==> config.mk <==
export PLATFORM = sky130hd
export DESIGN_NAME = efcs_cell
export DESIGN_NICKNAME = d
export VERILOG_FILES = /design/src/rtl/efcs_pkg.sv /design/src/rtl/efcs_cell.sv
export SDC_FILE = /design/constraint.sdc
export NUM_CORES = 1
export LEC_CHECK = 0
export ABC_AREA = 1
export BUFFER_PORTS_ARGS = -buffer_cell sky130_fd_sc_hd__buf_2
export CORE_AREA = 3 3 119 121
export CTS_BUF_LIST = sky130_fd_sc_hd__clkbuf_8
export DETAILED_ROUTE_END_ITERATION = 16
export DIE_AREA = 0 0 122 124
export GPL_ROUTABILITY_DRIVEN = 1
export PLACE_DENSITY = 0.66
export SETUP_SLACK_MARGIN = 0.4
export SLEW_MARGIN = 15
export SYNTH_ARGS = -nofsm -noshare
export SYNTH_HDL_FRONTEND = slang
export SYNTH_SLANG_ARGS = --single-unit
==> constraint.sdc <==
create_clock -name clk -period 8.03 [get_ports clk]
set_clock_uncertainty 0.15 [all_clocks]
set_input_delay 2.409 -clock clk [delete_from_list [all_inputs] [get_ports clk]]
set_output_delay 2.409 -clock clk [all_outputs]
set_load 0.1 [all_outputs]
==> src/rtl/efcs_pkg.sv <==
`timescale 1ns / 1ps
// ----------------------------------------------------------------------------
// efcs_pkg
// shared types and codes for the event ring with critical slots
// ----------------------------------------------------------------------------
package efcs_pkg;
  localparam logic [1:0] MODE_PUBLISH  = 2'd0;
  localparam logic [1:0] MODE_TAKE     = 2'd1;
  localparam logic [1:0] MODE_CRITICAL = 2'd2;
  localparam logic [1:0] MODE_RESERVED = 2'd3;
  localparam logic [31:0] SEQ_MAX = 32'hFFFF_FFFF;

  // one ring entry as it moves along the cell chain
  typedef struct packed {
    logic [3:0]  etype;
    logic [31:0] seq;
    logic [31:0] snap;
    logic        consumed;
  } ring_meta_t;
endpackage

==> src/rtl/efcs_cell.sv <==
`timescale 1ns / 1ps
// ----------------------------------------------------------------------------
// efcs_cell
// one ring cell: holds an entry, loads, shifts from its neighbor, or marks
// ----------------------------------------------------------------------------
module efcs_cell import efcs_pkg::*; #(
  parameter int PAYLOAD_BITS = 32
) (
  input  logic                    clk,
  input  logic                    shift,
  input  logic                    load,
  input  logic                    mark,
  input  ring_meta_t              meta_in,
  input  logic [PAYLOAD_BITS-1:0] pay_in,
  input  ring_meta_t              nb_meta,
  input  logic [PAYLOAD_BITS-1:0] nb_pay,
  output ring_meta_t              meta,
  output logic [PAYLOAD_BITS-1:0] pay
);
  always_ff @(posedge clk) begin
    if (load) begin
      meta <= meta_in;
      pay  <= pay_in;
    end else if (shift) begin
      meta <= nb_meta;
      pay  <= nb_pay;
    end else if (mark) begin
      meta.consumed <= 1'b1;
    end
  end
endmodule

==> results.ini, run 1 <==
[synth]
synthCells = 432
synth.largest_area_cell = edfxtp_1
syn_area_sq_um = 4310
synth_area_per_cell_sq_um = 9.97
seq_area_frac_synth_pct = 70.4
yosysUniqueCellTypes = 8
ys_warn_count = 0
syn_nets = 638
yosysTopAreaCellShare_pct = 70.4
synth-seq-cells = 101
synth_area_leaders = edfxtp_1, nand2_1, buf_2

[sta]
hold_slack_ns = 2.16
max_slew.worst_pin.slew_ns = 1.00
hold_viol_final = 0
maxSlewViolCount = 0
finalCritPeriodShare_pct = 54.9
setup_tns_ns = 0
relSlewSlack_pct = 33.3
clock.fmax_ghz = 0.227
setup_viol = 0
finalCriticalPeriod_ns = 4.41
rsz0062_at_grt = no

[critical_path]
crit_path_end_kind = register
path_cells = buf_4 -> clkinv_2 -> nand2_4 -> buf_4
arrival_ns = 4.25
startpoint = load
cp.required_ns = 7.87
cp_num_buf_inv = 3
path_class = in2reg
slowest_stage = buf_4
path_common_cell = buf_4
cp_top_family = buffers and inverters
worstPathMaxFanout = 57
slowest_delay_ns = 0.64
start_kind = primary input

[routing]
wl_per_cell_um = 13.2
dr.pass1.iters = 4
drt-total-wl_um = 12000
vias_per_cell = 4.19
ant_nets = 0
num_vias = 3816
drc_errors = 0
drt-initial-drc-count = 165

[global_route]
grt_pass1_vias = 3306
grt_pass1_wl_um = 16600
grt_max_degree = 103
gr-total-overflow = 0
antenna_found_initial = 0
grt_usage_pct = 14.4

[cells_and_area]
fillCellCount = 1345
final_common_cell = buf_2
fin_nets = 936
area_growth_syn_to_layout_pct = 43.2
drive_above_1_share_pct = 44.2
n_antenna_cell = 0
multi_input_area_sq_um = 1160
final-seq-area_sq_um = 3030
final_cell_mix = buf_2, nand2_1, edfxtp_1, clkbuf_8, buf_4

[placed_design]
hpwl_um = 9260
gp_congestion = 0.752
port_buffers = 306

[floorplanning]
start_util_pct = 32.7
die_h_um = 124
fp.coreArea_sq_um = 13200
die_x_um = 122
die_area_sq_um = 15100
rows = 42
io_pins = 307

[pwr]
leakage_uw = 0.00328
ir_drop_mv = 0.0897
p_per_area_nw_per_um2 = 255

[cts]
post_cts_buffers = 0
cts_tree = built
h-tree-depth = 3
postCtsResizedCells = 0
path_clk_slew_ns = 0.10
cts_max_path_buffers = 2
postCtsHoldBufs = 0
clock-sinks = 101
cts_buffers = 9
cts_root_buffer = clkbuf_8

[hold_path]
hold_path_startpoint = nb_pay[18]
hold_path.class = in2reg

[run_status]
status = finished, final reports clean

[flow_run]
maxCapViolations = 0

sequential cells by signal, summed over array words and instances, names as in the netlist:
signal / count
meta: 69
pay: 32
through the flow:
step           worst slack, ns  std cells  cell area (sq um)  utilization [%]  power [uW]
6_report                  3.62        911               6170             46.8        1570
5_1_grt                   3.45        911               6170             46.8        1630
4_1_cts                   3.62        911               6170             46.8        1590
3_5_place_dp              3.22        895               5980             45.4        1280
3_3_place_gp              3.23        895               5980             45.4        1270
2_1_floorplan             2.67        432               4310                -        1160
synth_stat cells:
cell type	instances
buf_4	1
edfxtp_1	101
nand2_1	305
inv_2	1
nand3b_1	1
inv_1	2
clkbuf_1	1
buf_2	20
path summary, 6_finish.rpt:
check | to | slack (ns) | depth (start not counted)
setup / recovery | pay[14] | 3.62 | 4
hold / removal | pay[18] | 2.16 | 3
power by group:
group	switching, uW	leakage [uW]	internal (uW)
Combinational	508	0.00214	90.5
Sequential	13.7	0.00104	647
Clock	170	0.0000984	143
routing by layer:
layer  up-vias  routed length, um  part of all wire [%]  GRT usage [%]
li1       1974                  -                     -              -
met1      1642               4510                    38           15.9
met2       185               6010                    50           25.3
met3        15               1310                    11           5.36
met4         0                180                   1.5           5.32
met5         -                  0                     0              0
kinds of logic (layout without fill, tap and decap cells):
group / Yosys count / in the layout / synth area share [%]
simple gates: 306 / 306 / 26.8
flops: 101 / 101 / 70.4
buf+inv: 25 / 328 / 2.85
area by class of cell:
type	instances	area share, %
clock buffers	9	2.01
well taps	176	3.57
flip-flops and latches	101	49.1
inverters	3	0.203
clock inverters	7	1.05
repair buffers	309	25.2
multi-input cells	306	18.8
No activity file was read; power rests on OpenSTA's default activity.
==> run 2: changes to the inputs <==
--- a/config.mk
+++ b/config.mk
@@ -5,14 +5,14 @@
 export SDC_FILE = /design/constraint.sdc
 export NUM_CORES = 1
 export LEC_CHECK = 0
-export ABC_AREA = 1
+export ABC_AREA = 0
 export BUFFER_PORTS_ARGS = -buffer_cell sky130_fd_sc_hd__buf_2
-export CORE_AREA = 3 3 119 121
+export CORE_MARGIN = 3
+export CORE_UTILIZATION = 35
 export CTS_BUF_LIST = sky130_fd_sc_hd__clkbuf_8
 export DETAILED_ROUTE_END_ITERATION = 16
-export DIE_AREA = 0 0 122 124
 export GPL_ROUTABILITY_DRIVEN = 1
-export PLACE_DENSITY = 0.66
+export PLACE_DENSITY = 0.69
 export SETUP_SLACK_MARGIN = 0.4
 export SLEW_MARGIN = 15
 export SYNTH_ARGS = -nofsm -noshare
==> constraint.sdc (replaced) <==
create_clock -name clk -period 4.59 [get_ports clk]
set_clock_uncertainty 0.15 [all_clocks]
set_input_delay 1.377 -clock clk [delete_from_list [all_inputs] [get_ports clk]]
set_output_delay 1.377 -clock clk [all_outputs]
set_load 0.1 [all_outputs]
==> results.ini, run 2 <==
[cells_and_area]
final_cell_mix = buf_2, edfxtp_1, mux2_4, mux2_2, clkbuf_8
n_antenna_cell = 0
largest_reg_flops = 69
reg_top3 = meta: 69 flops, pay: 32 flops
fin_nets = 733
drive_above_1_share_pct = 79.7
final_common_cell = buf_2
top_register = meta
area_growth_syn_to_layout_pct = 40.5

[floorplanning]
io_pins = 307
die_area_sq_um = 14400
die_h_um = 120
rows = 41
start_util_pct = 36.0
die_x_um = 120
fp.coreArea_sq_um = 12700

[synth]
synth_area_leaders = edfxtp_1, mux2_4, mux2_2
synth-seq-cells = 101
synth_mux_area_share_pct = 29.4
syn_area_sq_um = 4560
yosysUniqueCellTypes = 12
syn_nets = 424
synthSimpleGateAreaFrac_pct = 0.494
async_flop_share_pct = 0
yosysTopAreaCellShare_pct = 66.5
synthXorXnorAreaFrac_pct = 0
synth.most_common_cell = edfxtp_1
synth_adder_area_share_pct = 0
ys.flop_type = edfxtp_1
synth_top_family_by_area = multiplexers
synth_compound_area_share_pct = 0.110
synth.largest_area_cell = edfxtp_1
synthCells = 218
ys_warn_count = 0
seq_area_frac_synth_pct = 66.5
synth_area_per_cell_sq_um = 20.9
synth_edf_count = 101
synthTopCellsByCount = edfxtp_1, mux2_4, mux2_2, buf_12, buf_2

[cts]
cts_buffers = 9
postCtsHoldBufs = 0
cts_root_buffer = clkbuf_8
cts_max_path_buffers = 2
post_cts_buffers = 0
h-tree-depth = 3
cts_tree = built
clock-sinks = 101
path_clk_slew_ns = 0.09
postCtsResizedCells = 0

[critical_path]
cp_top_family = buffers and inverters
cp.depth = 1
path_class = reg2out
slowest_stage = buf_2
arrival_ns = 1.17
worstPathMaxFanout = 1
cp.required_ns = 3.06
slowest_delay_ns = 0.44
path_cells = buf_2
cp_num_buf_inv = 1
start_kind = register
crit_path_end_kind = output pin

[hold_path]
hold_path.class = in2reg
hold_depth = 2

[sta]
clock.fmax_ghz = 0.370
relSlewSlack_pct = 42.8
maxSlewViolCount = 0
setup_tns_ns = 0
setup_viol = 0
max_slew.worst_pin.slew_ns = 0.857
finalCriticalPeriod_ns = 2.70
finalCritPeriodShare_pct = 58.8
hold_viol_final = 0
rsz0062_at_grt = no

[routing]
vias_per_cell = 4.35
dr.pass1.iters = 4
ant_nets = 0
drt-initial-drc-count = 111
num_vias = 3060
wl_per_cell_um = 15.6
drt-total-wl_um = 11000
drc_errors = 0

[global_route]
antenna_found_initial = 0
grt_usage_pct = 14.4
grt_pass1_wl_um = 15900
grt_max_degree = 104
gr-total-overflow = 0
grt_pass1_vias = 3217

[pwr]
p_per_area_nw_per_um2 = 440
design_power_total_uw = 2820
ir_drop_mv = 0.195
leakage_uw = 0.00302

[placed_design]
port_buffers = 306
gp_congestion = 0.725

[run_status]
status = finished, final reports clean

[flow_run]
maxCapViolations = 0

## run 2: per-layer routing
layer	vias up	part of all wire [%]	track usage (%)
li1	1471	-	-
met1	1396	36	15.4
met2	182	52	25.6
met3	11	11	5.28
met4	0	1.6	5.65
met5	-	0	0
## run 2: final cells by class
cell class / count / area (sq um)
clock inverters: 7 / 83.8
multi-input cells: 105 / 1370
fillers: 1097 / 6270
well taps: 172 / 215
repair buffers: 310 / 1580
flip-flops and latches: 101 / 3030
clock buffers: 9 / 124
## run 2: final timing paths
kind | startpoint | endpoint | slack, ns
setup / recovery | meta[68] | meta[68] | 1.89
hold / removal | mark | meta[0] | 1.16
## run 2: report_power, final
part,switching (uW),internal (uW)
clock,289,301
combinational,857,215
sequential,26.8,1130
## run 2: cell families after synthesis
family | count (synthesis)
multiplexers | 100
flip-flops | 101
buffers and inverters | 12
AND/OR/NAND/NOR | 4
AO/OA/AOI/OAI | 1
## run 2: through the flow
| step | setup WS [ns] | area [sq um] | hold WS (ns) | utilization (%) | instances |
|---|---|---|---|---|---|
| final | 1.89 | 6400 | 1.16 | 50.5 | 704 |
| after floorplan | 0.972 | 4560 | 1.43 | - | 218 |
| after detailed placement | 1.46 | 6190 | 1.53 | 48.9 | 688 |
| after global routing | 1.78 | 6400 | 1.14 | 50.5 | 704 |
| after CTS | 1.85 | 6400 | 1.14 | 50.5 | 704 |
| after global placement | 1.51 | 6190 | 1.51 | 48.9 | 688 |
==> run 3: changes to the inputs <==
==> constraint.sdc (replaced) <==
create_clock -name clk -period 2.8 [get_ports clk]
set_clock_uncertainty 0.15 [all_clocks]
set_input_delay 0.84 -clock clk [delete_from_list [all_inputs] [get_ports clk]]
set_output_delay 0.84 -clock clk [all_outputs]
set_load 0.1 [all_outputs]
==> results.ini, run 3 (synthesized netlist as in run 2, its figures left out) <==
[floorplanning]
start_util_pct = 36.0
die_h_um = 120
fp.coreArea_sq_um = 12700
die_x_um = 120
rows = 41
io_pins = 307
die_area_sq_um = 14400

[sta]
rsz0062_at_grt = no
maxSlewViolCount = 0
setup_viol = 0
setup_tns_ns = 0
clock.fmax_ghz = 0.461
finalCriticalPeriod_ns = 2.17
hold_viol_final = 0
max_slew.worst_pin.slew_ns = 0.519
finalCritPeriodShare_pct = 77.5
relSlewSlack_pct = 65.6

[cts]
cts_max_path_buffers = 2
clock-sinks = 101
cts_root_buffer = clkbuf_8
cts_buffers = 9
postCtsResizedCells = 0
cts_tree = built
postCtsHoldBufs = 0
post_cts_buffers = 0
h-tree-depth = 3
path_clk_slew_ns = 0.10

[cells_and_area]
drive_above_1_share_pct = 79.7
reg_top3 = meta: 69 flops, pay: 32 flops
final_cell_mix = buf_2, edfxtp_1, mux2_4, mux2_2, clkbuf_8
final-seq-area_sq_um = 3030
fillCellCount = 1125
multi_input_area_sq_um = 1370
top_register = meta
final_common_cell = buf_2
area_growth_syn_to_layout_pct = 40.5
utilization_pct = 50.5
fin_nets = 735
largest_reg_flops = 69

[critical_path]
slowest_stage = buf_2
path_class = reg2out
worstPathMaxFanout = 1
path_cells = buf_2
start_kind = register
cp.required_ns = 1.81
slowest_delay_ns = 0.44
arrival_ns = 1.18
startpoint = meta[44]
crit_path_end_kind = output pin
cp_top_family = buffers and inverters
cp_num_buf_inv = 1

[global_route]
grt_pass1_vias = 3264
grt_usage_pct = 15.3
grt_max_degree = 64
antenna_found_initial = 2
grt_pass1_wl_um = 16900
gr-total-overflow = 0

[routing]
vias_per_cell = 4.34
num_vias = 3064
ant_nets = 0
drt-initial-drc-count = 154
wl_per_cell_um = 16.2
drt-total-wl_um = 11400
drc_errors = 0
dr.pass1.iters = 4

[flow_run]
maxCapViolations = 0

[placed_design]
hpwl_um = 9180
port_buffers = 306
gp_congestion = 0.720

[pwr]
p_per_area_nw_per_um2 = 709
leakage_uw = 0.00301
ir_drop_mv = 0.243

[hold_path]
hold_path.class = in2reg
hold_path_startpoint = nb_pay[21]

[run_status]
status = finished, final reports clean

[run 3: changes by cell type in the layout (fill, tap and decap cells not counted)]
cell / delta
clkinv_1: +2
inv_1: -2
buf_12: +1
buf_4: +1
bufinv_16: -1
clkinv_2: -1
clkinvlp_4: +1
diode_2: +1
[run 3: metal layers]
layer | up-vias | wire length [um] | global-route usage, %
met2 | 175 | 6180 | 28.8
li1 | 1473 | - | -
met4 | 2 | 147 | 5.01
met3 | 11 | 1200 | 5.84
met1 | 1403 | 3900 | 15.4
met5 | - | 8 | 0
[run 3: cell type report]
| type | instances | area share, % |
|---|---|---|
| flip-flops and latches | 101 | 47.4 |
| repair buffers | 312 | 25.0 |
| multi-input cells | 105 | 21.4 |
| well taps | 172 | 3.36 |
| clock buffers | 9 | 1.93 |
| clock inverters | 6 | 0.879 |
| diodes | 1 | 0.0391 |
[run 3: worst paths after layout]
kind,to,slack (ns),cells after the start
worst max-delay path,meta[44],0.63,1
worst min-delay path,pay[21],0.62,2
[run 3: report_power, final]
| part | internal (uW) | switching, uW | leakage (uW) |
|---|---|---|---|
| Sequential | 1850 | 39.8 | 0.00103 |
| Clock | 400 | 484 | 0.0000876 |
| Combinational | 354 | 1410 | 0.00189 |
| Total | 2610 | 1930 | 0.00301 |
[run 3: stage by stage]
stage | worst slack [ns] | total power [uW] | instance area, sq um | hold slack [ns] | instances
6_report | 0.630 | 4540 | 6400 | 0.623 | 706
5_1_grt | 0.585 | 4700 | 6400 | 0.600 | 706
4_1_cts | 0.588 | 4590 | 6400 | 0.603 | 705
3_5_place_dp | 0.505 | 3710 | 6220 | 0.994 | 690
3_3_place_gp | 0.522 | 3690 | 6220 | 0.990 | 690
2_1_floorplan | 0.256 | 3380 | 4570 | 0.891 | 218
